## config.mk

```make
export PLATFORM = sky130hd
export DESIGN_NAME = asp_queue
export DESIGN_NICKNAME = d
export VERILOG_FILES = /design/src/rtl/asp_pkg.sv /design/src/rtl/asp_queue.sv
export SDC_FILE = /design/constraint.sdc
export NUM_CORES = 1
export LEC_CHECK = 0
export ABC_AREA = 1
export BUFFER_PORTS_ARGS = -buffer_cell sky130_fd_sc_hd__buf_2
export CORE_ASPECT_RATIO = 0.5
export CORE_UTILIZATION = 53
export DETAILED_ROUTE_END_ITERATION = 10
export GPL_TIMING_DRIVEN = 0
export PLACE_DENSITY = 0.8
export SYNTH_ARGS = -nofsm -noshare
export SYNTH_HDL_FRONTEND = slang
export SYNTH_SLANG_ARGS = --single-unit
```

## constraint.sdc

```tcl
create_clock -name clk -period 5.9 [get_ports clk]
set_input_delay 0.59 -clock clk [delete_from_list [all_inputs] [get_ports clk]]
set_output_delay 0.59 -clock clk [all_outputs]
set_load 0.01 [all_outputs]
```

## src/rtl/asp_pkg.sv

```systemverilog
// ----------------------------------------------------------------------------
// asp_pkg
// Shared types and constants of the antialiased subpixel plotter: the
// operation codes, the default matrix size and the pixel operation that
// travels from the front end to the frame store.
// ----------------------------------------------------------------------------
package asp_pkg;

  localparam int MATRIX_WIDTH_DEF  = 16;
  localparam int MATRIX_HEIGHT_DEF = 16;

  // 16 address bits cover a matrix of up to 256 by 256 pixels.
  localparam int ADDR_W_MAX = 16;

  typedef enum logic {
    OP_PLOT = 1'b0,
    OP_READ = 1'b1
  } op_t;

  typedef enum logic [1:0] {
    FS_IDLE,
    FS_PLOT,
    FS_READ
  } front_state_t;

  typedef struct packed {
    op_t                   kind;
    logic                  hit;
    logic [ADDR_W_MAX-1:0] addr;
    logic [7:0]            weight;
    logic [7:0]            red;
    logic [7:0]            green;
    logic [7:0]            blue;
  } pixel_op_t;

endpackage

```

## src/rtl/asp_queue.sv

```systemverilog
// ----------------------------------------------------------------------------
// asp_queue
// Two-entry queue of pixel operations between the front end and the frame
// store.
// ----------------------------------------------------------------------------
module asp_queue
  import asp_pkg::*;
(
  input  logic      clk,
  input  logic      rst,
  input  logic      push,
  input  pixel_op_t push_data,
  output logic      full,
  input  logic      pop,
  output pixel_op_t pop_data,
  output logic      empty
);

  pixel_op_t  entries [2];
  logic       wr_ptr;
  logic       rd_ptr;
  logic [1:0] count;

  assign full     = (count == 2'd2);
  assign empty    = (count == 2'd0);
  assign pop_data = entries[rd_ptr];

  always_ff @(posedge clk) begin
    if (rst) begin
      wr_ptr <= 1'b0;
      rd_ptr <= 1'b0;
      count  <= '0;
    end else begin
      if (push) begin
        wr_ptr <= !wr_ptr;
      end
      if (pop) begin
        rd_ptr <= !rd_ptr;
      end
      count <= count + {1'b0, push} - {1'b0, pop};
    end
  end

  always_ff @(posedge clk) begin
    if (push) begin
      entries[wr_ptr] <= push_data;
    end
  end

endmodule

```

; ---- After elaboration in Yosys (flattened, before gate mapping)
; Memories as Yosys holds them, arrays and structs flattened. A register that Yosys moved wholly into a read port is not among the register bits.
; Cells that the tools add are included.
; W data, S select, Z words.
[totals]
regBits = 4
ram_bits = 100
inputBits = 54
mem_count = 1
[op_classes]
add_sub_neg = 2
n_eq_ne = 1
mux = 4
n_reduce_logical = 3
[memory_table]
columns = memory, depth, width, read_ports, rd_clocked_by_memory_dff, write_ports, line_no
row1 = entries, 2, 50, 1, 1, 1, asp_queue.sv:19  ; pixel_op_t entries [2];
[ops]
columns = op, count
row1 = $mux W1, 4
row2 = $add A2 B1 Y2, 1
row3 = $eq A2 B2 Y1 const B, 1
row4 = $logic_not A1 Y1, 2
row5 = $logic_not A2 Y1, 1
row6 = $sub A2 B1 Y2, 1

; ---- Logic depth before layout (Yosys ltp)
; Gate-level depths: netlist of the first run.
[depth]
depth_word = 3
ltp_mapped = 7
ltp_nobuf = 7

; ---- Least setup slack after synthesis of the first run
; No wires, ideal clock.
[synth_timing]
kind = input-to-reg
from = in push
to = mem entries[0][0] (netlist bit) (enable)
setup_ns = 0.459
t_arrival_ns = 2.730
required_time_ns = 5.441
setup_slack_ns = 2.711
cell_stages = 2
cell_sequence = inv_1 nor2_1
[synth_between]
elab_chain_len = 2
[synth_rtl]
columns = item, line_no
row1 = "start, declared", asp_queue.sv:11  ; input logic push,
row2 = $mux W1, asp_queue.sv:45  ; if (push) begin
row3 = $mux W1 (not written as such), asp_queue.sv:46  ; entries[wr_ptr] <= push_data;
row4 = "end, declared", asp_queue.sv:19
; Every way passes these cells.

==> results of run 1 <==
[metrics by stage]
| stage | utilization, % | std cells | total power [mW] |
|---|---|---|---|
| 2_1_floorplan | - | 187 | 1.029 |
| 6_report | 68.49 | 406 | 1.648 |
| 4_1_cts | 68.49 | 406 | 1.665 |
| 3_3_place_gp | 63.94 | 388 | 1.096 |
| 5_1_grt | 68.49 | 406 | 1.709 |
| 3_5_place_dp | 64.58 | 390 | 1.108 |
[cells in the final DEF, fill, tap and decap left out, drive strengths merged]
cell / n
edfxtp: 100
a21oi: 1
clkinv: 2
buf: 113
nor3: 1
inv: 11
clkinvlp: 2
ha: 2
xnor2: 1
nand3: 1
clkbuf: 9
nor2: 8
dfxtp: 5
mux2: 50
nand2: 4
[critical path: stages, from the launching register on]
cell and delay, ps:
dfxtp_1 330, buf_6 160, buf_12 160, mux2_4 310, buf_2 140
[cell type report]
| cell class | instances | area (um^2) | share of cell area (%) |
|---|---|---|---|
| flip-flops and latches | 105 | 3103 | 61.19 |
| repair buffers | 107 | 565.5 | 11.15 |
| inverters | 8 | 30.03 | 0.5922 |
| well taps | 96 | 120.1 | 2.369 |
| multi-input cells | 68 | 852.1 | 16.80 |
| clock inverters | 7 | 63.81 | 1.258 |
| plain buffers | 6 | 111.4 | 2.196 |
| clock buffers | 9 | 225.2 | 4.441 |
[sequential cells by signal (all words and copies together) (netlist names), named ones only]
register / count
count: 2
wr_ptr: 1
rd_ptr: 1
entries: 100
[final timing paths]
| check | slack (ps) | cells after the start | from | endpoint |
|---|---|---|---|---|
| worst max-delay path | 3880 | 4 | flip-flop | pop_data[28] |
| worst min-delay path | 440 | 1 | push_data[42] | entries[1][42]$_DFFE_PP_ |
| worst max register to register | 4400 | 3 | wr_ptr$_SDFFE_PP0P_ | entries[1][35]$_DFFE_PP_ |
| worst min register to register | 530 | 2 | rd_ptr$_SDFFE_PP0P_ | rd_ptr$_SDFFE_PP0P_ |
[routing by layer]
| metal | part of all wire, % | global-route usage (%) | routed length, um | up-vias |
|---|---|---|---|---|
| li1 | - | - | - | 953 |
| met1 | 42 | 18.70 | 2538 | 920 |
| met2 | 53 | 28.80 | 3264 | 45 |
| met3 | 4.3 | 5.025 | 262 | 6 |
| met4 | 0.74 | 4.970 | 45 | 0 |
| met5 | 0 | 0 | 0 | - |
[power by group through the flow]
| stage | Clock (mW) | Combinational, mW | Sequential (mW) |
|---|---|---|---|
| after detailed placement | 0 | 0.218 | 0.890 |
| final | 0.561 | 0.214 | 0.873 |
| after floorplan | 0 | 0.141 | 0.888 |
| after CTS | 0.573 | 0.219 | 0.874 |
| after global routing | 0.602 | 0.231 | 0.876 |
| after global placement | 0 | 0.207 | 0.890 |
[kinds of logic (layout without fill, tap and decap cells)]
group,Yosys count,after routing
DFF,105,105
muxes,50,50
and+or+nand+nor,14,14
buffers and inverters,14,137
adders and majority gates,2,2
AOI/OAI and AO/OA,1,1
xor gates and xnor gates,1,1
==> impl_metrics.json, run 1 <==
{
  "outcome": "completed",
  "cp_max_fo": 10,
  "rsz0062_at_grt": "no",
  "viasPerCell": 4.739,
  "fill_cells": 490,
  "relSlewSlack_pct": 62.63,
  "synthSimpleGateAreaFrac_pct": 1.346,
  "cts.clk_slew.worst_paths_ps": 70,
  "firstDrtPassIters": 4,
  "synthAdderAreaFrac_pct": 0.6120,
  "whs_ps": 437.0,
  "power_frac_comb_pct": 13.0,
  "synth_xor_area_share_pct": 0.2142,
  "yosysSeqAreaShare_pct": 75.89,
  "powerDensity_nw_per_um2": 325.0,
  "cts_max_path_buffers": 2,
  "grt_pass1_wl_um": 9542,
  "grt_use_total_pct": 16.06,
  "dieArea_um2": 8092,
  "grt_pass1_vias": 2002,
  "placed_cell_area_um2": 4782,
  "antenna_found_initial": 0,
  "clockPowerShare_pct": 34.0,
  "syn_area_um2": 4089,
  "grt_max_degree": 35,
  "final_nets": 361,
  "wl_per_cell_um": 15.05,
  "swShare_pct": 22.76,
  "dr_total_vias": 1924,
  "worst_pin_slew_ps": 559.2,
  "cap_violations": 0,
  "grt_overflow": 0,
  "clock_skew_ps": 7.584,
  "synth_edf_count": 100,
  "clkLatencyLatePin_ps": 330,
  "ys_warn_count": 0,
  "diodes": 0,
  "netSwitchingPower_mw": 0.3751,
  "critPathCaptureType": "primary output",
  "fp.dieW_um": 126.2,
  "fin_area_um2": 5071,
  "num_rows": 22,
  "synth_top_cell_by_area": "edfxtp_1",
  "area_growth_pct": 24.02,
  "period_minus_slack_ps": 2024,
  "cts_setup_buffers": 0,
  "synth_cells": 187,
  "crit_required_ps": 5310,
  "cts_root_buf": "clkbuf_16",
  "synth_seq_cells": 105,
  "cts_buffers": 9,
  "seqPwrFrac_pct": 53.0,
  "tns_ps": 0,
  "cts_resized": 0,
  "ant_nets": 0,
  "synthTopCellsByArea": "edfxtp_1, mux2_4, buf_12",
  "wirelength_um": 6111,
  "die_h_um": 64.11,
  "core-area_um2": 7405,
  "setup_viol": 0,
  "drc": 0,
  "muxShareOfSynthArea_pct": 18.36,
  "postCtsHoldBufs": 0,
  "async_flop_share_pct": 0,
  "worstSetupPathType": "flip-flop to primary output",
  "gp_congestion": 0.5984,
  "dp_slack_ps": 4044,
  "io_pins": 106,
  "drive_above_1_share_pct": 58.39,
  "synth_nets": 243,
  "initial_utilization_pct": 55.22,
  "synth.top_cells.by_count": "edfxtp_1, mux2_4, inv_1, nor2_1",
  "fmax_mhz": 494.0,
  "leakage_nw": 2.058,
  "period_share_pct": 34.31,
  "cp.arrival_ps": 1430,
  "peakVddDrop_v": 0.0002242,
  "cts.sink_count": 105,
  "synth_ff_type": "edfxtp_1",
  "start_kind": "flip-flop",
  "finalHoldViolations": 0,
  "initialDrtViolationCount": 120,
  "slew_violations": 0,
  "dp_hpwl_um": 4365,
  "syn_avg_cell_area_um2": 21.87,
  "synth_top_family_by_area": "multiplexers",
  "worstHoldPathType": "primary input to flip-flop",
  "synth_cell_types": 13,
  "yosysTopAreaCellShare_pct": 73.44,
  "place.port_buffers": 105,
  "p_int_mw": 1.273,
  "synth_compound_area_share_pct": 0.1224,
  "cts_tree": "done",
  "htreeDepth": 3,
  "fin_ws_ps": 3876,
  "yosysMostFrequentCell": "edfxtp_1"
}
Note: power is estimated with default switching activity, not from simulation.
==> run 2, diff against run 1 <==
- ABC_AREA: 1 -> 0
- CORE_UTILIZATION: 53 -> 47
- PLACE_DENSITY: 0.8 -> 0.75
- clock period: 5.9 -> 1.75 ns (I/O delays scaled with it)
==> run 2 against run 1 <==
Against the previous run: flip-flop and latch count stayed put; critical path depth unchanged; routed wire length up 3.4%; critical path type unchanged; highest routed layer unchanged.
==> impl_metrics.json, run 2 <==
{
  "critPathCaptureType": "primary output",
  "grt_pass1_vias": 2012,
  "rsz0062_at_grt": "no",
  "peakVddDrop_v": 0.0007773,
  "worstHoldPathType": "primary input to flip-flop",
  "setup_viol": 0,
  "cts_max_path_buffers": 2,
  "syn_avg_cell_area_um2": 23.06,
  "dp_cells": 394,
  "antenna_found_initial": 0,
  "grt_max_degree": 51,
  "synth_xor_area_share_pct": 0.9810,
  "synth_compound_area_share_pct": 0,
  "total_power_mw": 5.690,
  "largest_register_ffs": 100,
  "synth_top_family_by_area": "multiplexers",
  "firstDrtPassIters": 4,
  "grtUsageMet2_pct": 27.53,
  "area_growth_pct": 24.25,
  "diodes": 0,
  "start_kind": "flip-flop",
  "synth_edf_count": 100,
  "reg_top3": "entries: 100 flops, count: 2 flops",
  "cp.arrival_ps": 1430,
  "grt_use_total_pct": 14.38,
  "met1_usage_pct": 15.57,
  "cp_max_fo": 10,
  "path_delay_family": "buffers and inverters",
  "synth_seq_cells": 105,
  "crit_buf_inv": 3,
  "path_cells": "buf_6, buf_12, mux2_4, buf_2",
  "grt_busiest_layer": "met2",
  "clkLatencyLatePin_ps": 330,
  "synth_cells": 177,
  "fmax_mhz": 622.5,
  "cts_buffers": 9,
  "final_nets": 350,
  "die_h_um": 67.90,
  "gp_congestion": 0.6891,
  "leakage_nw": 2.032,
  "worstSetupPathType": "flip-flop to primary output",
  "dp_hpwl_um": 4261,
  "final_common_cell": "buf_2",
  "max_stage_delay_ps": 330,
  "seq_area_um2": 3104,
  "cts_root_buf": "clkbuf_16",
  "drive_above_1_share_pct": 60.40,
  "synthAdderAreaFrac_pct": 0.6131,
  "synth_top_cell_by_area": "edfxtp_1",
  "final_cell_mix": "buf_2, edfxtp_1, mux2_4",
  "wirelength_um": 6321,
  "period_minus_slack_ps": 1607,
  "synthSimpleGateAreaFrac_pct": 1.073,
  "place.port_buffers": 105,
  "stdcell_count": 410,
  "async_flop_share_pct": 0,
  "finalHoldViolations": 0,
  "cts.sink_count": 105,
  "yosysMostFrequentCell": "edfxtp_1",
  "outcome": "completed",
  "initialDrtViolationCount": 96,
  "grt_pass1_wl_um": 9535,
  "cts.clk_slew.worst_paths_ps": 70,
  "cts_tree": "done",
  "drc": 0,
  "viasPerCell": 4.693,
  "synth_cell_types": 12,
  "top_register": "entries",
  "muxShareOfSynthArea_pct": 18.39,
  "wl_per_cell_um": 15.42,
  "slowest_stage": "dfxtp_1",
  "synthTopCellsByArea": "edfxtp_1, mux2_4, buf_12",
  "synth_nets": 233,
  "ant_nets": 0,
  "relSlewSlack_pct": 53.65,
  "powerDensity_nw_per_um2": 1122,
  "met3_usage_pct": 4.519,
  "ys_warn_count": 0,
  "htreeDepth": 3,
  "num_rows": 23,
  "io_pins": 106,
  "core-area_um2": 8202,
  "yosysSeqAreaShare_pct": 76.03,
  "slew_violations": 0,
  "fp.dieW_um": 133.8,
  "period_share_pct": 91.80,
  "fill_cells": 617,
  "grt_overflow": 0,
  "yosysTopAreaCellShare_pct": 73.57,
  "dieArea_um2": 9083,
  "cap_violations": 0,
  "crit_required_ps": 1570,
  "syn_area_um2": 4081,
  "clock_skew_ps": 6.581,
  "multi_input_area_um2": 869.6,
  "worst_pin_slew_ps": 695.3,
  "synth.top_cells.by_count": "edfxtp_1, mux2_4, buf_12, dfxtp_1, nor2_1",
  "dr_total_vias": 1924,
  "initial_utilization_pct": 49.76,
  "synth_ff_type": "edfxtp_1"
}
==> run 2: where the power goes <==
part | leakage, nW | internal [mW] | switching (mW) | total [mW]
logic | 0.914 | 0.430 | 0.347 | 0.777
clock network | 0.138 | 1.10 | 0.829 | 1.93
registers | 0.980 | 2.93 | 0.0484 | 2.98
==> run 2: area by class of cell <==
cell class                 count  share of cell area (%)
multi-input combinational     64                   17.15
tap                          112                   2.763
sequential                   105                   61.21
clock buffer                   9                   4.441
clock inverter                 6                   1.332
buffer                         6                   2.196
inverter                       2                  0.1480
timing repair buffer         106                   10.76
==> run 2: metrics by stage <==
| stage | instance area (um^2) | TNS [ps] | utilization, % | worst slack [ps] | hold WS, ps |
|---|---|---|---|---|---|
| after floorplan | 4090 | 0 | - | 240.8 | 246.6 |
| after global placement | 4756 | -8180 | 57.99 | -125.2 | 363.6 |
| after detailed placement | 4756 | -13290 | 57.99 | -174.9 | 366.7 |
| after CTS | 5050 | -8847 | 61.57 | -150.2 | 12.50 |
| after global routing | 5071 | 0 | 61.83 | 75.86 | 11.90 |
| final | 5071 | 0 | 61.83 | 143.5 | 24.97 |
==> run 2: worst paths after layout <==
path                       start                       end  slack, ps  cells past startpoint
max                    flip-flop              pop_data[48]        140                      4
min                push_data[49]  entries[1][49]$_DFFE_PP_         20                      1
max reg2reg  wr_ptr$_SDFFE_PP0P_  entries[0][27]$_DFFE_PP_        330                      2
min reg2reg  rd_ptr$_SDFFE_PP0P_       rd_ptr$_SDFFE_PP0P_        530                      2
==> run 2: cells by family after synthesis <==
| family | Yosys count |
|---|---|
| xor gates and xnor gates | 3 |
| adders and majority gates | 2 |
| buffers and inverters | 8 |
| DFF | 105 |
| muxes | 50 |
| and+or+nand+nor | 9 |
==> run 2: metal layers <==
layer | vias to the layer above | share of wire (%)
met5 | - | 0
met4 | 0 | 0.70
met3 | 5 | 4.7
met2 | 50 | 55
met1 | 949 | 40
li1 | 920 | -
==> run 2: repair_timing <==
item | CTS | global route
buffers inserted | 0 | 0
setup endpoints to repair | 100 | 50
hold buffers | 0 | 0
gates resized for setup | 1 | 1
==> run 2: worst register-to-register path: stages (launching register included) <==
cell     delay (ps)
dfxtp_2         340
nor2b_4         450
buf_12          300
