## config.mk

```make
export PLATFORM = sky130hd
export DESIGN_NAME = asp_front_flat
export DESIGN_NICKNAME = d
export VERILOG_FILES = /design/src/rtl/asp_pkg.sv /design/src/rtl/asp_in_if.sv /design/src/rtl/asp_front.sv /design/src/flat_wrapper.sv
export SDC_FILE = /design/constraint.sdc
export NUM_CORES = 1
export LEC_CHECK = 0
export BUFFER_PORTS_ARGS = -buffer_cell sky130_fd_sc_hd__buf_4
export CAP_MARGIN = 25
export CORE_ASPECT_RATIO = 1.4
export CORE_MARGIN = 8
export CORE_UTILIZATION = 30
export DETAILED_ROUTE_END_ITERATION = 10
export PLACE_DENSITY = 0.45
export SLEW_MARGIN = 20
export SYNTH_ARGS = -nofsm -noshare
export SYNTH_HDL_FRONTEND = slang
export SYNTH_SLANG_ARGS = --single-unit
```

## constraint.sdc

```tcl
create_clock -name clk -period 10.9 [get_ports clk]
set_clock_uncertainty 0.15 [all_clocks]
set_input_delay 1.09 -clock clk [delete_from_list [all_inputs] [get_ports clk]]
set_output_delay 1.09 -clock clk [all_outputs]
set_load 0.01 [all_outputs]
```

## src/rtl/asp_pkg.sv

```systemverilog
// ----------------------------------------------------------------------------
// asp_pkg
// Shared types and constants of the antialiased subpixel plotter: the
// operation codes, the default matrix size and the pixel operation that
// travels from the front end to the frame store.
// ----------------------------------------------------------------------------
package asp_pkg;

  localparam int MATRIX_WIDTH_DEF  = 16;
  localparam int MATRIX_HEIGHT_DEF = 16;

  // 16 address bits cover a matrix of up to 256 by 256 pixels.
  localparam int ADDR_W_MAX = 16;

  typedef enum logic {
    OP_PLOT = 1'b0,
    OP_READ = 1'b1
  } op_t;

  typedef enum logic [1:0] {
    FS_IDLE,
    FS_PLOT,
    FS_READ
  } front_state_t;

  typedef struct packed {
    op_t                   kind;
    logic                  hit;
    logic [ADDR_W_MAX-1:0] addr;
    logic [7:0]            weight;
    logic [7:0]            red;
    logic [7:0]            green;
    logic [7:0]            blue;
  } pixel_op_t;

endpackage

```

## src/rtl/asp_in_if.sv

```systemverilog
// ----------------------------------------------------------------------------
// asp_in_if
// Request channel of the plotter: one beat is a plot or a read item.
// ----------------------------------------------------------------------------
interface asp_in_if;
  logic        valid;
  logic        ready;
  logic        operation;
  logic [11:0] pos_x;
  logic [11:0] pos_y;
  logic [7:0]  red_in;
  logic [7:0]  green_in;
  logic [7:0]  blue_in;
  logic [7:0]  pixel_index;

  modport source (
    output valid, operation, pos_x, pos_y, red_in, green_in, blue_in, pixel_index,
    input  ready
  );

  modport sink (
    input  valid, operation, pos_x, pos_y, red_in, green_in, blue_in, pixel_index,
    output ready
  );
endinterface

```

## src/rtl/asp_front.sv

```systemverilog
// ----------------------------------------------------------------------------
// asp_front
// Front end: accepts request beats, works out the four bilinear weights and
// neighbor addresses of a plot one neighbor per cycle while the queue is not
// full, drops neighbors that fall outside the matrix, and queues one pixel op per update or read.
// ----------------------------------------------------------------------------
module asp_front
  import asp_pkg::*;
#(
  parameter int MATRIX_WIDTH  = MATRIX_WIDTH_DEF,
  parameter int MATRIX_HEIGHT = MATRIX_HEIGHT_DEF
) (
  input  logic      clk,
  input  logic      rst,
  asp_in_if.sink    req,
  input  logic      clear_busy,
  input  logic      q_full,
  output logic      q_push,
  output pixel_op_t q_data
);

  localparam int PIXELS = MATRIX_WIDTH * MATRIX_HEIGHT;

  front_state_t state;
  front_state_t state_next;
  logic [1:0]   step;

  logic [7:0] frac_x;
  logic [7:0] frac_y;
  logic [3:0] col_base;
  logic [3:0] row_base;
  logic [7:0] red;
  logic [7:0] green;
  logic [7:0] blue;
  logic [7:0] index;

  logic        accept;
  logic        advance;
  logic        last;
  logic [4:0]  col;
  logic [4:0]  row;
  logic        inside_matrix;
  logic [16:0] linear;
  logic [7:0]  wa;
  logic [7:0]  wb;
  logic [15:0] wsum;

  always_comb begin
    col           = {1'b0, col_base} + {4'b0, step[0]};
    row           = {1'b0, row_base} + {4'b0, step[1]};
    inside_matrix = (32'(col) < MATRIX_WIDTH) && (32'(row) < MATRIX_HEIGHT);
    linear        = 17'(17'(row) * 17'(MATRIX_WIDTH)) + 17'(col);
    wa            = step[0] ? frac_x : 8'(8'hff - frac_x);
    wb            = step[1] ? frac_y : 8'(8'hff - frac_y);
    wsum          = 16'(16'(wa) * 16'(wb)) + 16'(wa) + 16'(wb);
  end

  always_comb begin
    q_push  = 1'b0;
    advance = 1'b0;
    last    = 1'b0;
    q_data  = '0;
    case (state)
      FS_PLOT: begin
        q_push  = inside_matrix && !q_full;
        advance = !inside_matrix || !q_full;
        last    = advance && (step == 2'd3);
        q_data.kind   = OP_PLOT;
        q_data.hit    = 1'b1;
        q_data.addr   = linear[ADDR_W_MAX-1:0];
        q_data.weight = wsum[15:8];
        q_data.red    = red;
        q_data.green  = green;
        q_data.blue   = blue;
      end
      FS_READ: begin
        q_push  = !q_full;
        advance = !q_full;
        last    = advance;
        q_data.kind = OP_READ;
        q_data.hit  = 32'(index) < PIXELS;
        q_data.addr = ADDR_W_MAX'(index);
      end
      default: begin
      end
    endcase
    req.ready = !clear_busy && ((state == FS_IDLE) || last);
    accept    = req.valid && req.ready;
  end

  always_comb begin
    state_next = state;
    case (state)
      FS_IDLE, FS_PLOT, FS_READ: begin
        if (accept) begin
          state_next = (op_t'(req.operation) == OP_READ) ? FS_READ : FS_PLOT;
        end else if (last) begin
          state_next = FS_IDLE;
        end
      end
      default: state_next = FS_IDLE;
    endcase
  end

  always_ff @(posedge clk) begin
    if (rst) begin
      state <= FS_IDLE;
      step  <= '0;
    end else begin
      state <= state_next;
      if (accept) begin
        step <= '0;
      end else if (advance) begin
        step <= step + 2'd1;
      end
    end
  end

  always_ff @(posedge clk) begin
    if (accept) begin
      frac_x   <= req.pos_x[7:0];
      frac_y   <= req.pos_y[7:0];
      col_base <= req.pos_x[11:8];
      row_base <= req.pos_y[11:8];
      red      <= req.red_in;
      green    <= req.green_in;
      blue     <= req.blue_in;
      index    <= req.pixel_index;
    end
  end

endmodule

```

## src/flat_wrapper.sv

```systemverilog
// flat-port wrapper written by rule: the top's interface ports become plain ports
module asp_front_flat import asp_pkg::*;
#(
  parameter int MATRIX_WIDTH  = MATRIX_WIDTH_DEF,
  parameter int MATRIX_HEIGHT = MATRIX_HEIGHT_DEF
)
  (clk, rst, clear_busy, q_full, q_push, q_data, req_valid, req_operation, req_pos_x, req_pos_y, req_red_in, req_green_in, req_blue_in, req_pixel_index, req_ready);
  asp_in_if req_i ();
  input  logic clk;
  input  logic rst;
  input  logic clear_busy;
  input  logic q_full;
  output logic q_push;
  output pixel_op_t q_data;
  input wire logic [$bits(req_i.valid)-1:0] req_valid;
  input wire logic [$bits(req_i.operation)-1:0] req_operation;
  input wire logic [$bits(req_i.pos_x)-1:0] req_pos_x;
  input wire logic [$bits(req_i.pos_y)-1:0] req_pos_y;
  input wire logic [$bits(req_i.red_in)-1:0] req_red_in;
  input wire logic [$bits(req_i.green_in)-1:0] req_green_in;
  input wire logic [$bits(req_i.blue_in)-1:0] req_blue_in;
  input wire logic [$bits(req_i.pixel_index)-1:0] req_pixel_index;
  output wire logic [$bits(req_i.ready)-1:0] req_ready;
  assign req_i.valid = req_valid;
  assign req_i.operation = req_operation;
  assign req_i.pos_x = req_pos_x;
  assign req_i.pos_y = req_pos_y;
  assign req_i.red_in = req_red_in;
  assign req_i.green_in = req_green_in;
  assign req_i.blue_in = req_blue_in;
  assign req_i.pixel_index = req_pixel_index;
  assign req_ready = req_i.ready;
  asp_front #(.MATRIX_WIDTH(MATRIX_WIDTH), .MATRIX_HEIGHT(MATRIX_HEIGHT)) u_core (.clk(clk), .rst(rst), .req(req_i), .clear_busy(clear_busy), .q_full(q_full), .q_push(q_push), .q_data(q_data));
endmodule
```

Yosys cells after proc, flatten, opt, wreduce, memory -nomap -nowiden
Cells that the tools add are included.
{ "op_classes": {"bitwise_logic": 1, "div": 0, "multipliers": 1, "n_shift": 0, "eq_ne": 3, "magnitude_cmp": 2, "addsub": 8, "n_reduce_logical": 15, "n_mux": 10} }
{ "op_table": {"columns": ["op", "count"], "rows": [
  ["case mux 18 bit (2 select lines)", 1],
  ["adder 16 x 8 -> 16 bit", 2],
  ["2-to-1 mux 32 bit", 1],
  ["multiplier 8 x 8 -> 16 bit", 1],
  ["2-to-1 mux 8 bit", 2],
  ["subtractor 8 bit, first input constant", 2],
  ["adder 4 x 1 -> 5 bit", 2],
  ["adder 9 x 5 -> 10 bit", 1],
  ["less-than comparator 5 bit, second input constant", 2],
  ["2-to-1 mux 2 bit", 3],
  ["case mux 1 bit (2 select lines)", 3],
  ["logical AND 1 bit", 5],
  ["equality test 2 bit, second input constant", 2],
  ["OR reduction 2 bit", 2],
  ["logical NOT 1 bit", 3],
  ["OR reduction 3 bit", 1],
  ["adder 2 x 1 -> 2 bit, second input constant", 1],
  ["equality test 2 x 1 -> 1 bit, second input constant", 1],
  ["logical NOT 2 bit", 1],
  ["logical OR 1 bit", 2],
  ["nonzero test 2 bit", 1],
  ["NOT 1 bit", 1]
]} }
{ "totals": {"romBits": 0, "input_bits": 62, "n_memories": 0, "latchBits": 0, "mem_bits_rw": 0, "word_cells": 50, "regBits": 60} }

Logic depth before layout (Yosys ltp)
Gate-level depths: netlist of the first run.
{ "logic_depth": {"depth_word": 11, "depth_mapped": 19} }

Worst setup path before layout of the first run
Ideal clock, no wire load.
{ "synth_path": {"kind": "register to output", "from": "register u_core.step[1]", "to": "output q_data[30] (netlist name)", "arrival_ns": 5.269, "setup_slack_ns": 4.391, "path_buffers": 1, "path_stages_with_launch": 20, "path_cell_list": "dfxtp_1 -> buf_2 -> xnor2_1 -> nand2_1 -> fa_1 -> inv_1 -> fa_1 -> inv_1 -> fa_1 -> inv_1 -> fa_1 -> inv_1 -> fa_1 -> inv_1 -> ha_1 -> or2_2 -> a21oi_1 -> nor4b_1 -> a211oi_2 -> mux2i_1"} }
{ "synth_lines": {"columns": ["element", "line_no", "rtl"], "rows": [
  ["start, declared", "asp_front.sv:26", "logic [1:0] step;"],
  ["start signal, assigned", "asp_front.sv:114", "step <= step + 2'd1;"],
  ["end, declared", "flat_wrapper.sv:14", "output pixel_op_t q_data;"]
]} }

==> results of run 1 <==
==> power by group through the flow <==
stage          logic (mW)  clock network (mW)  registers [mW]
6_report            0.549               0.309           0.270
5_1_grt             0.629               0.328           0.270
4_1_cts             0.565               0.319           0.270
3_5_place_dp        0.559                   0           0.275
3_3_place_gp        0.558                   0           0.274
2_1_floorplan       0.414                   0           0.273
==> synth_stat cells <==
cell type | instances | share of area [%]
conb_1 | 1 | 0.073
a211oi_2 | 1 | 0.24
ha_1 | 57 | 14
o21ai_1 | 1 | 0.097
o21bai_1 | 1 | 0.15
nand2_1 | 20 | 1.5
dfxtp_1 | 4 | 1.6
inv_1 | 72 | 5.3
and2_1 | 29 | 3.5
a2111oi_2 | 1 | 0.29
or2_2 | 6 | 0.73
buf_2 | 3 | 0.29
nor2_1 | 47 | 3.4
nor3b_1 | 1 | 0.15
a21oi_1 | 9 | 0.88
a31oi_1 | 2 | 0.24
clkbuf_1 | 3 | 0.22
xnor2_1 | 13 | 2.2
edfxtp_1 | 56 | 33
fa_1 | 48 | 19
o211ai_1 | 1 | 0.15
a22oi_1 | 7 | 1.0
a211oi_1 | 2 | 0.29
o21ai_0 | 4 | 0.39
mux2i_1 | 5 | 0.97
buf_1 | 2 | 0.15
buf_4 | 8 | 1.2
nor2b_1 | 10 | 1.2
o31ai_1 | 4 | 0.58
nor3_1 | 2 | 0.19
nand2b_1 | 14 | 1.7
xor2_1 | 16 | 2.7
a211o_1 | 3 | 0.51
a21boi_0 | 1 | 0.15
a32o_1 | 2 | 0.39
a2111oi_4 | 1 | 0.54
clkbuf_2 | 1 | 0.097
and2b_1 | 1 | 0.15
nand3_1 | 5 | 0.49
and3_1 | 2 | 0.24
o21a_1 | 3 | 0.44
nor4b_1 | 2 | 0.34
==> registers in the layout (all words and copies together), names as in the netlist <==
signal	cells
u_core.blue	8
u_core.frac_x	8
u_core.frac_y	8
u_core.green	8
u_core.index	8
u_core.red	8
u_core.col_base	4
u_core.row_base	4
u_core.state	2
u_core.step	2
==> critical path, delay by kind of cell (launching register included) <==
| family | cells | cell delay [ns] |
|---|---|---|
| muxes | 1 | 0.20 |
| buffers and inverters | 5 | 0.34 |
| adders and majority gates | 6 | 2.86 |
| and+or+nand+nor | 3 | 0.57 |
| xor gates and xnor gates | 1 | 0.66 |
| DFF | 1 | 0.63 |
| AOI/OAI and AO/OA | 2 | 0.61 |
==> layer usage <==
metal  up-vias  global-route usage, %  routed length (um)
li1       1738                      -                   -
met1      1723                   12.0                4600
met2        96                   23.0                7190
met3        17                   3.15                 651
met4         0                   4.78                 291
met5         -                      0                   0
==> cell type report <==
cell class / count / area [um2]
Clock buffer: 9 / 225
Clock inverter: 7 / 98.8
Sequential cell: 60 / 1760
Timing Repair Buffer: 108 / 811
Fill cell: 1689 / 10300
Multi-Input combinational cell: 328 / 3030
Tap cell: 203 / 254
Inverter: 72 / 270
==> cells by family (layout without fill, tap and decap cells) <==
| kind of cell | Yosys count | in the layout | share of synthesized area, % |
|---|---|---|---|
| simple gates | 139 | 139 | 13.6 |
| fa+ha+maj | 105 | 105 | 32.6 |
| buf+inv | 89 | 196 | 7.18 |
| flops | 60 | 60 | 34.3 |
| compound gates | 43 | 43 | 6.35 |
| xor+xnor | 29 | 29 | 4.94 |
| mux | 5 | 5 | 0.974 |
| other cells | 1 | 7 | 0.0730 |
==> through the flow <==
stage / power [mW] / std cells / hold WS [ns]
after detailed placement: 0.834 / 771 / 0.397
final: 1.13 / 787 / 0.405
after CTS: 1.15 / 787 / 0.410
after floorplan: 0.687 / 477 / 0.348
after global placement: 0.832 / 771 / 0.385
after global routing: 1.23 / 787 / 0.448
==> path summary, 6_finish.rpt <==
check | depth (start not counted) | endpoint
max reg2reg | 6 | u_core.red[4]$_DFFE_PP_
min reg2reg | 1 | u_core.state[0]$_SDFFE_PP0P_
min | 1 | u_core.state[0]$_SDFFE_PP0P_
max | 18 | q_data[30]
==> results.cfg, run 1 <==
[setup_path]
crit_slowest_cell = xor2_1
crit_path_frequent_cell = fa_1
timing.rr.start = u_core.step[1]$_SDFFE_PP0P_
regToRegSetupSlack_ns = 7.27
critPathCaptureType = output pin
slowest_delay_ns = 0.66
worstPathArrival_ns = 6.21
crit_required_ns = 9.66
crit_path_max_fanout = 11
crit_type = flop to output pin
path_cells = xor2_1, nor2_1, fa_1, fa_1, inv_1, fa_1, inv_1, fa_1, inv_1, fa_1, inv_1, ha_1, or2_2, a21oi_1, nor4b_1, a211oi_2, mux2i_1, buf_4
crit_path_start = u_core.step[1]$_SDFFE_PP0P_
start_kind = flop

[sta]
maxSlewHeadroom_pct = 42.3
rsz0062_at_grt = no
finalMaxSlewViolations = 0
worst_slack_ns = 3.45
fmax_mhz = 134
fin_crit_sh_pct = 68.3
worstMarginPinSlew_ns = 0.863
tns_ns = 0
fin_crit_ns = 7.45
setup_viol = 0
hold_viol = 0

[final_layout]
fin_area_um2 = 6450
final_common_cell = buf_4
final_cell_mix = 108 x buf_4, 72 x inv_1, 57 x ha_1
nets = 746
fin_util_pct = 38.5
areaGrowthSynthToFinish_pct = 25.6
antenna_cells = 0
drive_above_1_share_pct = 22.9

[die]
num_io_pins = 114
fp-row-count = 56
coreArea_um2 = 16700
dieArea_um2 = 21600
die_w_um = 127
die_h_um = 171
start_util_pct = 30.7

[synth]
syn_avg_cell_area_um2 = 10.9
netlist_area_um2 = 5140
synth_cells = 471
synth_cell_types = 42
yosys_register_bits = 60
ys_seq_area_share_pct = 34.3
ys.warnings.count = 0

[grt]
antenna_found_initial = 0
grt_usage_pct = 12.0
grt_max_degree = 47
grt_pass1_wl_um = 20200
grt_pass1_vias = 3972
gr-total-overflow = 0

[route]
ant_nets = 0
drtIter0Drc = 93
vias_per_cell = 4.54
wl_per_cell_um = 16.2
vias = 3574
drt-total-wl_um = 12700
drc = 0
firstDrtPassIters = 4

[clock_tree]
cts_buffers = 9
cts_tree = yes
cts_resized = 0
clock_latency_ns = 0.33
clk_pin_slew_ns = 0.06
cts_setup_buffers = 0
hold_buffers = 0
h-tree-depth = 3
clockBufferDepth = 2
cts-root-buf = clkbuf_16
clkSinkCount = 60

[power_and_ir_drop]
swShare_pct = 37.1
power_frac_comb_pct = 48.7
p_sw_uw = 418
intPower_uw = 709
seqPwrFrac_pct = 23.9
pwr-share-clk_pct = 27.4
p_leak_nw = 3.02
powerDensity_nw_per_um2 = 175
ir_drop_mv = 0.0961

[outcome]
status = completed

[place]
hpwl_um = 10600
gp_congestion = 0.865
dp_slack_ns = 3.76
io_buffers = 106
placed_cell_area_um2 = 6130

[min_path]
holdCritStartpoint = u_core.state[0]$_SDFFE_PP0P_
min_path_type = flop to flop

[run]
cap_violations = 0
Power figures use the tool's default switching activity.
==> run 2: changes to the inputs <==
ABC_AREA = 1   (was default)
clock period = 7.8 ns   (was 10.9 ns; I/O delays follow)
==> run 2 against run 1 <==
Net effect: hold slack improved by 0.0032 ns; clock power rose by 46%; global-route usage rose by 0.56 points; sequential power rose by 40%; register-to-register slack got worse by 2.7 ns; die area rose by 2.3%; first-iteration DRC count rose by 53%; critical path depth rose by 1; count of clock-buffer cells in the layout rose by 1; wire length rose by 5.5%; synthesized cell count rose by 19%; largest power group unchanged.
==> results.cfg, run 2 <==
[final_layout]
nets = 839
drive_above_1_share_pct = 20.4
final_common_cell = inv_1
fin_area_um2 = 6650
final_cell_mix = 123 x inv_1, 109 x buf_4, 86 x nand2_1
antenna_cells = 0
areaGrowthSynthToFinish_pct = 26.0
nFillCells = 1789
finalNonFillerCells = 913

[sta]
worst_slack_ns = 0.845
holdWs_ns = 0.408
finalMaxSlewViolations = 0
rsz0062_at_grt = no
worstMarginPinSlew_ns = 0.891
hold_viol = 0
fmax_mhz = 144
maxSlewHeadroom_pct = 40.4
tns_ns = 0
setup_viol = 0
fin_crit_ns = 6.96
fin_crit_sh_pct = 89.2

[route]
drtIter0Drc = 142
drc = 0
firstDrtPassIters = 5
vias_per_cell = 4.34
ant_nets = 0
wl_per_cell_um = 14.7
drt-total-wl_um = 13400
vias = 3958

[power_and_ir_drop]
p_leak_nw = 3.45
powerDensity_nw_per_um2 = 262
ir_drop_mv = 0.143

[synth]
synth_compound_area_share_pct = 5.19
synth_mux_area_share_pct = 0
synth_cells = 561
ys_seq_area_share_pct = 33.4
synthTopCellsByArea = edfxtp_1 32%, fa_1 18%, ha_1 14%, inv_1 8.8%, nand2_1 6.1%
postSynth.asyncResetShare_pct = 0
yosys.area_share.simple_pct = 14.8
netlist_area_um2 = 5280
ys.warnings.count = 0
syn_avg_cell_area_um2 = 9.40
synth_edf_count = 56
synth_top_family_by_area = adder cells
synthTopCellsByCount = 124 x inv_1, 86 x nand2_1, 64 x nor2_1
yosys_register_bits = 60
synth_cell_types = 35
synth_xor_area_share_pct = 3.82
synth_area_leader_cell = edfxtp_1
netlist.area_leader.share_pct = 31.9
synthFlopType = edfxtp_1
synth_fa_ha_area_share_pct = 31.7
synth.most_common_cell = inv_1

[min_path]
min_path_type = flop to flop
holdCritStartpoint = u_core.state[0]$_SDFFE_PP0P_

[clock_tree]
clock_latency_ns = 0.32
h-tree-depth = 3
clk_pin_slew_ns = 0.05
cts_resized = 0
cts-root-buf = clkbuf_16
cts_setup_buffers = 0
cts_tree = yes
hold_buffers = 0
cts_buffers = 9
clockBufferDepth = 2
clkSinkCount = 60

[run]
cap_violations = 0

[outcome]
status = completed

[setup_path]
crit_path_start = u_core.step[1]$_SDFFE_PP0P_
path_cells = xor2_1, nor2_1, fa_1, fa_1, inv_1, fa_1, inv_1, fa_1, inv_1, fa_1, inv_1, ha_1, a21oi_1, o21ai_0, o21ai_0, nand3_1, nand2_1, nor2_1, buf_4
start_kind = flop
timing.rr.start = u_core.step[1]$_SDFFE_PP0P_
crit_type = flop to output pin
critPathCaptureType = output pin
crit_path_max_fanout = 11
slowest_delay_ns = 0.76
crit_path_frequent_cell = fa_1
crit_required_ns = 6.87
crit_slowest_cell = xor2_1
worstPathArrival_ns = 6.03

[die]
num_io_pins = 114
die_h_um = 173
fp-row-count = 57
start_util_pct = 30.4
coreArea_um2 = 17300
die_w_um = 128
dieArea_um2 = 22100

[grt]
gr-total-overflow = 0
grt_max_degree = 44
grt_pass1_vias = 4444
grt_usage_pct = 12.6
grt_pass1_wl_um = 22200
antenna_found_initial = 0

[place]
io_buffers = 106
gp_congestion = 0.901
dp_slack_ns = 1.09
hpwl_um = 11400
place_inst = 897
placed_cell_area_um2 = 6300
run 2: changes by cell type after synthesis, moves of 8 or more:
| cell | before | now |
|---|---|---|
| a21oi_1 | 9 | 21 |
| and2_1 | 29 | 0 |
| inv_1 | 72 | 124 |
| nand2_1 | 20 | 86 |
| nand2b_1 | 14 | 0 |
| nand3_1 | 5 | 16 |
| nor2_1 | 47 | 64 |
| nor2b_1 | 10 | 0 |
| o21ai_0 | 4 | 12 |
| xnor2_1 | 13 | 4 |
run 2: kinds of logic (layout without fill, tap and decap cells):
logic type	after synthesis	in the layout
compound gates	46	46
xor+xnor	23	23
fa+ha+maj	105	105
buf+inv	140	250
flops	60	60
other cells	1	7
simple gates	186	186
run 2: power breakdown:
| group | internal, mW | leakage, nW | switching (mW) | total (mW) |
|---|---|---|---|---|
| clock network | 0.312 | 0.167 | 0.138 | 0.451 |
| registers | 0.371 | 0.554 | 0.00598 | 0.377 |
| logic | 0.355 | 2.73 | 0.559 | 0.914 |
| total | 1.04 | 3.45 | 0.703 | 1.74 |
run 2: area by class of cell:
type	instances	area, um2	share of cell area [%]
sequential	60	1760	26.5
inverter	125	469	7.06
multi-input combinational	367	2960	44.5
tap	236	295	4.44
timing repair buffer	109	818	12.3
clock inverter	6	113	1.69
clock buffer	10	229	3.45
run 2: path summary, 6_finish.rpt:
| path | to | slack [ns] | cells past startpoint |
|---|---|---|---|
| max | q_data[31] | 0.84 | 19 |
| min | u_core.state[0]$_SDFFE_PP0P_ | 0.41 | 2 |
| max reg2reg | u_core.blue[3]$_DFFE_PP_ | 4.54 | 11 |
| min reg2reg | u_core.state[0]$_SDFFE_PP0P_ | 0.41 | 2 |
run 2: layer usage:
layer	wire length, um	vias to the layer above	part of all wire (%)	track usage, %
met5	0	-	0	0
met4	180	0	1.3	3.33
met3	1050	14	7.8	4.56
met2	7340	110	55	23.7
met1	4850	1874	36	12.4
li1	-	1960	-	-
run 2: stage by stage:
stage	utilization (%)	total power [mW]
detailed placement	36.4	1.30
floorplan	-	1.06
CTS	38.3	1.76
finish	38.3	1.74
global route	38.3	1.91
global placement	36.4	1.30
run 2: critical path: cells and delay by family (launching register included):
| kind | cells | cell delay, ns |
|---|---|---|
| AO/OA/AOI/OAI | 3 | 0.64 |
| XOR/XNOR | 1 | 0.76 |
| adder cells (fa/ha/maj) | 6 | 2.86 |
| buffers and inverters | 5 | 0.35 |
| flip-flops | 1 | 0.71 |
| AND/OR/NAND/NOR | 4 | 0.39 |
==> run 3: changes to the inputs <==
BUFFER_PORTS_ARGS = -buffer_cell sky130_fd_sc_hd__buf_2   (was -buffer_cell sky130_fd_sc_hd__buf_4)
CAP_MARGIN = default   (was 25)
CORE_ASPECT_RATIO = default   (was 1.4)
==> run 3 against run 2 <==
Net effect: wire length down 4.1%; via count down 2.2%; register-to-register slack better by 0.33 ns; critical path depth unchanged; largest power group unchanged.
==> results.cfg, run 3 (synthesized netlist as in run 2, its figures left out) <==
[route]
firstDrtPassIters = 4
wl_per_cell_um = 14.3
drt-total-wl_um = 12900
vias_per_cell = 4.29
drc = 0
ant_nets = 0
drtIter0Drc = 129
vias = 3871

[clock_tree]
cts-root-buf = clkbuf_16
clk_pin_slew_ns = 0.05
cts_tree = yes
clockBufferDepth = 2
clkSinkCount = 60
clock_latency_ns = 0.32
cts_setup_buffers = 0
cts_resized = 0
h-tree-depth = 3
hold_buffers = 0
cts_buffers = 9

[die]
start_util_pct = 30.6
num_io_pins = 114
dieArea_um2 = 22100
die_w_um = 149
die_h_um = 149
fp-row-count = 48
coreArea_um2 = 17200

[grt]
antenna_found_initial = 4
grt_max_degree = 57
gr-total-overflow = 0
grt_usage_pct = 12.1
grt_pass1_wl_um = 21300
grt_pass1_vias = 4342

[min_path]
min_path_cells = 2
min_path_type = flop to flop

[final_layout]
nets = 839
final_common_cell = inv_1
areaGrowthSynthToFinish_pct = 19.7
drive_above_1_share_pct = 20.1
nFillCells = 1801
finalNonFillerCells = 903
fin_util_pct = 36.6
fin_area_um2 = 6310
final_cell_mix = 123 x inv_1, 106 x buf_2, 86 x nand2_1

[sta]
holdWs_ns = 0.399
hold_viol = 0
finalMaxSlewViolations = 0
fin_crit_ns = 6.76
maxSlewHeadroom_pct = 43.1
worstMarginPinSlew_ns = 0.851
tns_ns = 0
fmax_mhz = 148
worst_slack_ns = 1.04
setup_viol = 0
rsz0062_at_grt = no
fin_crit_sh_pct = 86.7

[power_and_ir_drop]
powerDensity_nw_per_um2 = 260
p_leak_nw = 3.37
ir_drop_mv = 0.220
finalPower_mw = 1.64

[place]
io_buffers = 106
dp_slack_ns = 1.32
gp_congestion = 0.944
hpwl_um = 10900
place_inst = 886
placed_cell_area_um2 = 6030

[setup_path]
crit_path_max_fanout = 11
start_kind = flop
critPathCaptureType = output pin
worstPathArrival_ns = 5.83
crit_type = flop to output pin
reg2reg_depth = 10
crit_required_ns = 6.87

[run]
cap_violations = 0

[outcome]
status = completed
## run 3: cell count changes in the layout (fill, tap and decap cells not counted)
cell / delta
inv_2: -1
buf_4: -106
inv_4: +1
buf_2: +106
clkinv_4: -2
bufinv_16: -2
clkinvlp_4: +2
clkinv_1: +1
diode_2: +2
## run 3: cell type report
class	instances	area (um2)	area share, %
Multi-Input combinational cell	367	2960	46.9
Clock inverter	5	53.8	0.852
Tap cell	225	282	4.46
Sequential cell	60	1760	27.9
Timing Repair Buffer	109	553	8.76
Clock buffer	10	229	3.63
Antenna cell	2	5.00	0.0793
Inverter	125	472	7.47
## run 3: worst paths after layout
kind                                                   start                            to  slack, ns
worst max register to register   u_core.step[0]$_SDFFE_PP0P_    u_core.frac_y[1]$_DFFE_PP_       4.87
worst max-delay path             u_core.step[1]$_SDFFE_PP0P_                    q_data[31]       1.04
worst min-delay path            u_core.state[0]$_SDFFE_PP0P_  u_core.state[0]$_SDFFE_PP0P_       0.40
worst min register to register  u_core.state[0]$_SDFFE_PP0P_  u_core.state[0]$_SDFFE_PP0P_       0.40
## run 3: critical path: stages, from the launching register on
cell     delay [ns]
dfxtp_1        0.68
xor2_1         0.73
nor2_1         0.12
fa_1           0.43
fa_1           0.54
inv_1          0.05
fa_1           0.47
inv_1          0.05
fa_1           0.52
inv_1          0.05
fa_1           0.53
inv_1          0.04
ha_1           0.32
a21oi_1        0.18
o21ai_0        0.14
o21ai_0        0.29
nand3_1        0.12
nand2_1        0.07
nor2_1         0.04
buf_2          0.13
## run 3: per-layer routing
layer  vias to the layer above  share of wire, %  routed length, um  GRT usage [%]
li1                       1970                 -                  -              -
met1                      1761                44               5650           14.0
met2                       114                45               5850           19.8
met3                        20               8.8               1140           4.95
met4                         6               1.6                209           4.28
met5                         -              0.26                 33              0
## run 3: report_power, final
part	internal, mW	switching (mW)	leakage, nW
Combinational	0.339	0.550	2.68
Clock	0.243	0.133	0.132
Sequential	0.372	0.00666	0.554
Total	0.953	0.690	3.37
